$ cat src/rtl/core/zrle_pkg.sv
// Shared constants for the zero run-length encoder.
package zrle_pkg;

	// Default width of the zero-run counter, and the hard ceiling on it.
	localparam int RUN_COUNT_BITS_DEF = 31;
	localparam int STATE_BITS         = 31;

	// Bytes at or above the escape base are sent as an escape pair.
	localparam logic [7:0] ESC_BASE = 8'hFE;
	localparam logic [7:0] ESC_CODE = 8'hFF;

endpackage

$ cat src/rtl/core/zero_run_length_encoder.sv
// Zero run-length encoder: bijective binary coding of zero runs, escaped bytes.
// Sequencing: an accepted plain nonzero byte with no pending run moves the sequencer to its
// byte state, from which the byte code is registered into the output beat; an escape adds a
// second beat from the escape state. A run flush first normalises the code N+1 in a shared
// shift register, one position per cycle, then sends one run bit per cycle while the output
// is not stalled, before any byte code. Zero bytes that only extend the run keep input ready.
// Reset (arst_n low, asynchronous) clears the run count, the sequencer and the output valid.
module zero_run_length_encoder
	import zrle_pkg::*;
#(
	parameter int RUN_COUNT_BITS = RUN_COUNT_BITS_DEF
) (
	input  logic       clk,
	input  logic       arst_n,
	input  logic       in_valid,
	output logic       in_ready,
	input  logic [7:0] data_byte,
	input  logic       block_end,
	output logic       out_valid,
	input  logic       out_ready,
	output logic [7:0] code_byte,
	output logic       last_of_run
);

	localparam int CW = (RUN_COUNT_BITS < STATE_BITS) ? RUN_COUNT_BITS : STATE_BITS;
	localparam int SW = CW + 1;
	localparam int RW = $clog2(SW + 1);

	localparam logic [2:0] ST_IDLE = 3'd0;
	localparam logic [2:0] ST_NORM = 3'd1;
	localparam logic [2:0] ST_RUN  = 3'd2;
	localparam logic [2:0] ST_BYTE = 3'd3;
	localparam logic [2:0] ST_ESC2 = 3'd4;

	logic [2:0]    state_q;
	logic [CW-1:0] count_q;
	logic [SW-1:0] shift_q;
	logic [RW-1:0] rem_q;
	logic [7:0]    data_q;
	logic          has_byte_q;
	logic          out_valid_q;
	logic [7:0]    code_q;
	logic          last_q;

	logic          accept;
	logic          slot_free;
	logic          emit;
	logic [CW-1:0] count_inc;
	logic [SW-1:0] run_code;

	assign in_ready    = (state_q == ST_IDLE);
	assign accept      = in_valid && in_ready;
	assign slot_free   = !out_valid_q || out_ready;
	assign emit        = slot_free &&
		(state_q == ST_RUN || state_q == ST_BYTE || state_q == ST_ESC2);
	assign out_valid   = out_valid_q;
	assign code_byte   = code_q;
	assign last_of_run = last_q;

	// The counter saturates rather than wrapping.
	assign count_inc = (count_q == {CW{1'b1}}) ? count_q : count_q + {{(CW-1){1'b0}}, 1'b1};

	always_comb begin
		if (data_byte == 8'd0) begin
			run_code = {1'b0, count_inc} + {{CW{1'b0}}, 1'b1};
		end else begin
			run_code = {1'b0, count_q} + {{CW{1'b0}}, 1'b1};
		end
	end

	always_ff @(posedge clk or negedge arst_n) begin
		if (!arst_n) begin
			out_valid_q <= 1'b0;
		end else begin
			out_valid_q <= emit || (out_valid_q && !out_ready);
		end
	end

	always_ff @(posedge clk or negedge arst_n) begin
		if (!arst_n) begin
			state_q     <= ST_IDLE;
			count_q     <= '0;
			rem_q       <= '0;
			has_byte_q  <= 1'b0;
		end else begin
			unique case (state_q)
				ST_IDLE: begin
					if (accept) begin
						if (data_byte == 8'd0) begin
							if (block_end) begin
								count_q    <= '0;
								has_byte_q <= 1'b0;
								rem_q      <= RW'(SW);
								state_q    <= ST_NORM;
							end else begin
								count_q <= count_inc;
							end
						end else begin
							count_q    <= '0;
							has_byte_q <= 1'b1;
							rem_q      <= RW'(SW);
							state_q    <= (count_q != '0) ? ST_NORM : ST_BYTE;
						end
					end
				end
				ST_NORM: begin
					// Shift until the leading one leaves; what remains are the run bits.
					rem_q <= rem_q - {{(RW-1){1'b0}}, 1'b1};
					if (shift_q[SW-1]) begin
						state_q <= ST_RUN;
					end
				end
				ST_RUN: begin
					if (slot_free) begin
						rem_q <= rem_q - {{(RW-1){1'b0}}, 1'b1};
						if (rem_q == {{(RW-1){1'b0}}, 1'b1}) begin
							state_q <= has_byte_q ? ST_BYTE : ST_IDLE;
						end
					end
				end
				ST_BYTE: begin
					if (slot_free) begin
						state_q <= (data_q >= ESC_BASE) ? ST_ESC2 : ST_IDLE;
					end
				end
				ST_ESC2: begin
					if (slot_free) begin
						state_q <= ST_IDLE;
					end
				end
				default: begin
					state_q <= ST_IDLE;
				end
			endcase
		end
	end

	// Payload registers: shared shift register, held byte and output beat.
	always_ff @(posedge clk) begin
		unique case (state_q)
			ST_IDLE: begin
				if (accept) begin
					shift_q <= run_code;
					data_q  <= data_byte;
				end
			end
			ST_NORM: begin
				shift_q <= shift_q << 1;
			end
			ST_RUN: begin
				if (slot_free) begin
					code_q  <= {7'd0, shift_q[SW-1]};
					last_q  <= (rem_q == {{(RW-1){1'b0}}, 1'b1}) && !has_byte_q;
					shift_q <= shift_q << 1;
				end
			end
			ST_BYTE: begin
				if (slot_free) begin
					if (data_q >= ESC_BASE) begin
						code_q <= ESC_CODE;
						last_q <= 1'b0;
					end else begin
						code_q <= data_q + 8'd1;
						last_q <= 1'b1;
					end
				end
			end
			ST_ESC2: begin
				if (slot_free) begin
					code_q <= data_q - ESC_BASE;
					last_q <= 1'b1;
				end
			end
			default: begin
			end
		endcase
	end

endmodule

$ cat config.mk
export PLATFORM = sky130hd
export DESIGN_NAME = zero_run_length_encoder
export DESIGN_NICKNAME = d
export VERILOG_FILES = /design/src/rtl/core/zrle_pkg.sv /design/src/rtl/core/zero_run_length_encoder.sv
export SDC_FILE = /design/constraint.sdc
export NUM_CORES = 1
export LEC_CHECK = 0
export BUFFER_PORTS_ARGS = -buffer_cell sky130_fd_sc_hd__buf_2
export CAP_MARGIN = 25
export CORE_ASPECT_RATIO = 1.4
export CORE_MARGIN = 2
export CORE_UTILIZATION = 30
export DETAILED_ROUTE_END_ITERATION = 7
export PLACE_DENSITY = 0.53
export SKIP_CTS_REPAIR_TIMING = 1
export SLEW_MARGIN = 0
export SYNTH_ARGS = -nofsm -noshare
export SYNTH_HDL_FRONTEND = slang
export SYNTH_SLANG_ARGS = --single-unit
$ cat constraint.sdc
create_clock -name clk -period 3.2 [get_ports clk]
set_input_delay 0.16 -clock clk [delete_from_list [all_inputs] [get_ports clk]]
set_output_delay 0.16 -clock clk [all_outputs]
set_load 0.03 [all_outputs]
==> reports/metrics.yaml <==
floorplan:
  core_sq_um: 19800
  rows: 61
  dieHeight_microns: 172
  die_w_microns: 124
  start_util: 0.305
  die-area_sq_um: 21300
  ios: 24
sta:
  slew_viol_final: 0
  setup_tns_ps: -835
  fmaxAchievable_ghz: 0.300
  fin_crit_ps: 3340
  tightest_slew_ps: 1030
  setup_viol: 12
  rsz0062_at_grt: "yes"
  worst_slack_ps: -136
  relSlewSlack: 0.309
  fin_crit_sh: 1.04
  skew_ps: 14.7
  hold_viol_final: 0
grt:
  grt_usage: 0.190
  grt_pass1_wl_microns: 30800
  overflow: 0
  first_global_vias: 5890
  grt_start_max_net_pins: 34
  antenna_found_initial: 0
synth:
  yosys.area_share.simple: 0.249
  synth-main-ff-cell: "edfxtp_1"
  synthCells: 706
  ys_seq_area_frac: 0.418
  synth_top_family_by_area: "simple AND/OR/NAND/NOR gates"
  synth_xor_area_frac: 0.0638
  synthArstFlopShare: 0.462
  synth_nets: 727
  syn_area_sq_um: 6040
  synth-seq-cells: 91
  synth_edf_count: 49
  syn_area_per_cell_sq_um: 8.55
  yosys.cell_types.count: 61
  synthMuxAreaShare: 0.00684
  synth_compound_area_frac: 0.199
  synth-adder-area-share: 0.0166
  yosys_warnings: 0
routing:
  ant_nets: 0
  via_per_inst: 5.44
  route.detailed.drc: 0
  wl_per_cell_microns: 17.7
  drt_iter0_drc: 401
  dr.pass1.iters: 5
  vias: 6110
  drt_wl_total_microns: 19800
cells_and_area:
  area_growth_pct: 38.2
  finalNetCount: 887
  drive_gt1_frac: 0.312
  antennaDiodeCount: 0
critical_path:
  crit_path_frequent_cell: "buf_4"
  critPathBufInv: 5
  critPathRequiredTime_ps: 3290
  cp_max_fo: 7
  crit_family: "simple AND/OR/NAND/NOR gates"
  worstReg2RegStart: "count_q[22]"
  endpoint_kind: "flop"
  crit_path_start: "count_q[22]"
  cp_slowest_stage_delay_ps: 390
  worstPathCellList: "nand4_4, buf_4, nor3_4, buf_6, buf_4, a311oi_2, xnor2_1, nor4_1, buf_4, nand4b_1, buf_6, nor4_2, xor2_1, a21oi_1"
  critPathKind: "flop to flop"
  start_kind: "flop"
  cp_slowest_cell: "dfrtp_1"
  crit_arrival_ps: 3420
clock_network:
  ctsRootBufferMaster: "clkbuf_16"
  clockBufferDepth: 2
  cts_tree: "done"
  cts_buffers: 9
  htreeDepth: 3
  path_clk_slew_ps: 80
  cts.sink_count: 91
  clk_latency_ps: 360
placed_design:
  port_buffers: 23
  dp_worst_setup_slack_ps: -170
  gp_congestion: 0.931
  dpl.hpwl_microns: 14900
power:
  power_per_cell_area_nw_per_um2: 544
  p_leak_nw: 3.35
  ir_drop_mv: 0.291
status:
  violations: "negative setup slack"
  status: "finished with violations"
min_path:
  hp-class: "input pin to flop"
  min-delay-start: "data_byte[3]"
run:
  maxCapViolCount: 0
[cell usage after synthesis, types with 3 or more instances]
master | n | area share
ha_1 | 8 | 0.017
buf_4 | 3 | 0.0037
nand4_1 | 20 | 0.021
nand2_1 | 80 | 0.050
o41ai_1 | 5 | 0.0073
nor3_1 | 19 | 0.016
xnor2_1 | 28 | 0.041
nor4_1 | 23 | 0.024
a311oi_1 | 6 | 0.0087
mux2i_1 | 3 | 0.0050
or4_1 | 7 | 0.0087
nor2_1 | 77 | 0.048
and2_1 | 3 | 0.0031
a22o_1 | 4 | 0.0058
xor2_1 | 16 | 0.023
clkbuf_1 | 33 | 0.021
inv_1 | 15 | 0.0093
a21o_1 | 5 | 0.0062
o22ai_1 | 5 | 0.0052
nor2b_1 | 3 | 0.0031
edfxtp_1 | 49 | 0.24
o21ai_0 | 49 | 0.041
and4_1 | 4 | 0.0058
and3_1 | 8 | 0.0083
o211ai_1 | 6 | 0.0075
a31oi_1 | 18 | 0.019
or3_1 | 8 | 0.0083
o21a_1 | 3 | 0.0037
a211oi_1 | 4 | 0.0050
nand3_1 | 29 | 0.024
dfrtp_1 | 42 | 0.17
a22oi_1 | 3 | 0.0037
nand2b_1 | 8 | 0.0083
buf_2 | 15 | 0.012
a21oi_1 | 50 | 0.041
o31ai_1 | 16 | 0.020
[registers in the layout, indices dropped and copies added (netlist names)]
name and cells:
data_q 8, rem_q 6, code_byte 8, state_q 3
shift_q 32, count_q 31, out_valid 1, has_byte_q 1
last_of_run 1
[logic make-up after synthesis]
logic type	after synthesis
AND/OR/NAND/NOR	301
AO/OA/AOI/OAI	191
flip-flops	91
buffers and inverters	67
XOR/XNOR	44
adder cells (fa/ha/maj)	8
multiplexers	4
[metrics by stage]
step	hold WS, ps	instance area (sq um)	total power [mW]	util	cells
after global routing	77.5	8340	4.86	0.422	1123
after CTS	-195	7870	4.56	0.398	1100
after detailed placement	193	7580	3.47	0.383	1084
after global placement	354	7550	3.43	0.382	1083
after floorplan	-136	6220	3.00	-	706
final	76.6	8340	4.54	0.422	1123
[layout by cell type, fill, tap and decap left out, drive strengths merged, types with 9 or more instances in the layout]
master / n
buf: 194
nand2: 80
nor2: 77
o21ai: 51
a21oi: 50
edfxtp: 49
dfrtp: 42
nand3: 29
xnor2: 28
nor4: 25
nand4: 21
nor3: 21
a31oi: 18
inv: 18
o31ai: 17
xor2: 16
clkbuf: 9
or3: 9
[layout make-up]
| type | instances | area, sq um |
|---|---|---|
| timing repair buffer | 201 | 1540 |
| clock inverter | 7 | 70.1 |
| fill | 1960 | 11400 |
| sequential | 91 | 2520 |
| multi-input combinational | 548 | 3610 |
| tap | 252 | 315 |
| inverter | 15 | 56.3 |
| clock buffer | 9 | 225 |
[report_power, final]
group / total, mW / internal (mW) / switching [mW]
Combinational: 1.51 / 0.508 / 1.00
Clock: 1.09 / 0.550 / 0.541
Sequential: 1.93 / 1.76 / 0.174
Total: 4.54 / 2.82 / 1.72
[metal layers]
metal	up-vias	GRT usage	routed length, microns
met5	-	0	0
met4	0	0.0982	1030
met3	54	0.0235	556
met2	155	0.349	10500
met1	2957	0.210	7700
li1	2944	-	-
[path summary, 6_finish.rpt]
path                                     to  slack [ps]  depth (start not counted)
max in group asynchronous       count_q[28]        2350                          3
worst min register to register     rem_q[5]         490                          1
worst min-delay path              data_q[3]          80                          2
min in group asynchronous       count_q[20]         330                          2
worst max-delay path            shift_q[28]        -140                         14
worst max register to register  shift_q[28]        -140                         14
[worst register-to-register path: stages (launching register included)]
cell	delay, ps
dfrtp_1	390
nand4_4	120
buf_4	190
nor3_4	320
buf_6	170
buf_4	110
a311oi_2	100
xnor2_1	180
nor4_1	300
buf_4	170
nand4b_1	230
buf_6	240
nor4_2	270
xor2_1	180
a21oi_1	80
Note: power is estimated with default switching activity, not from simulation.
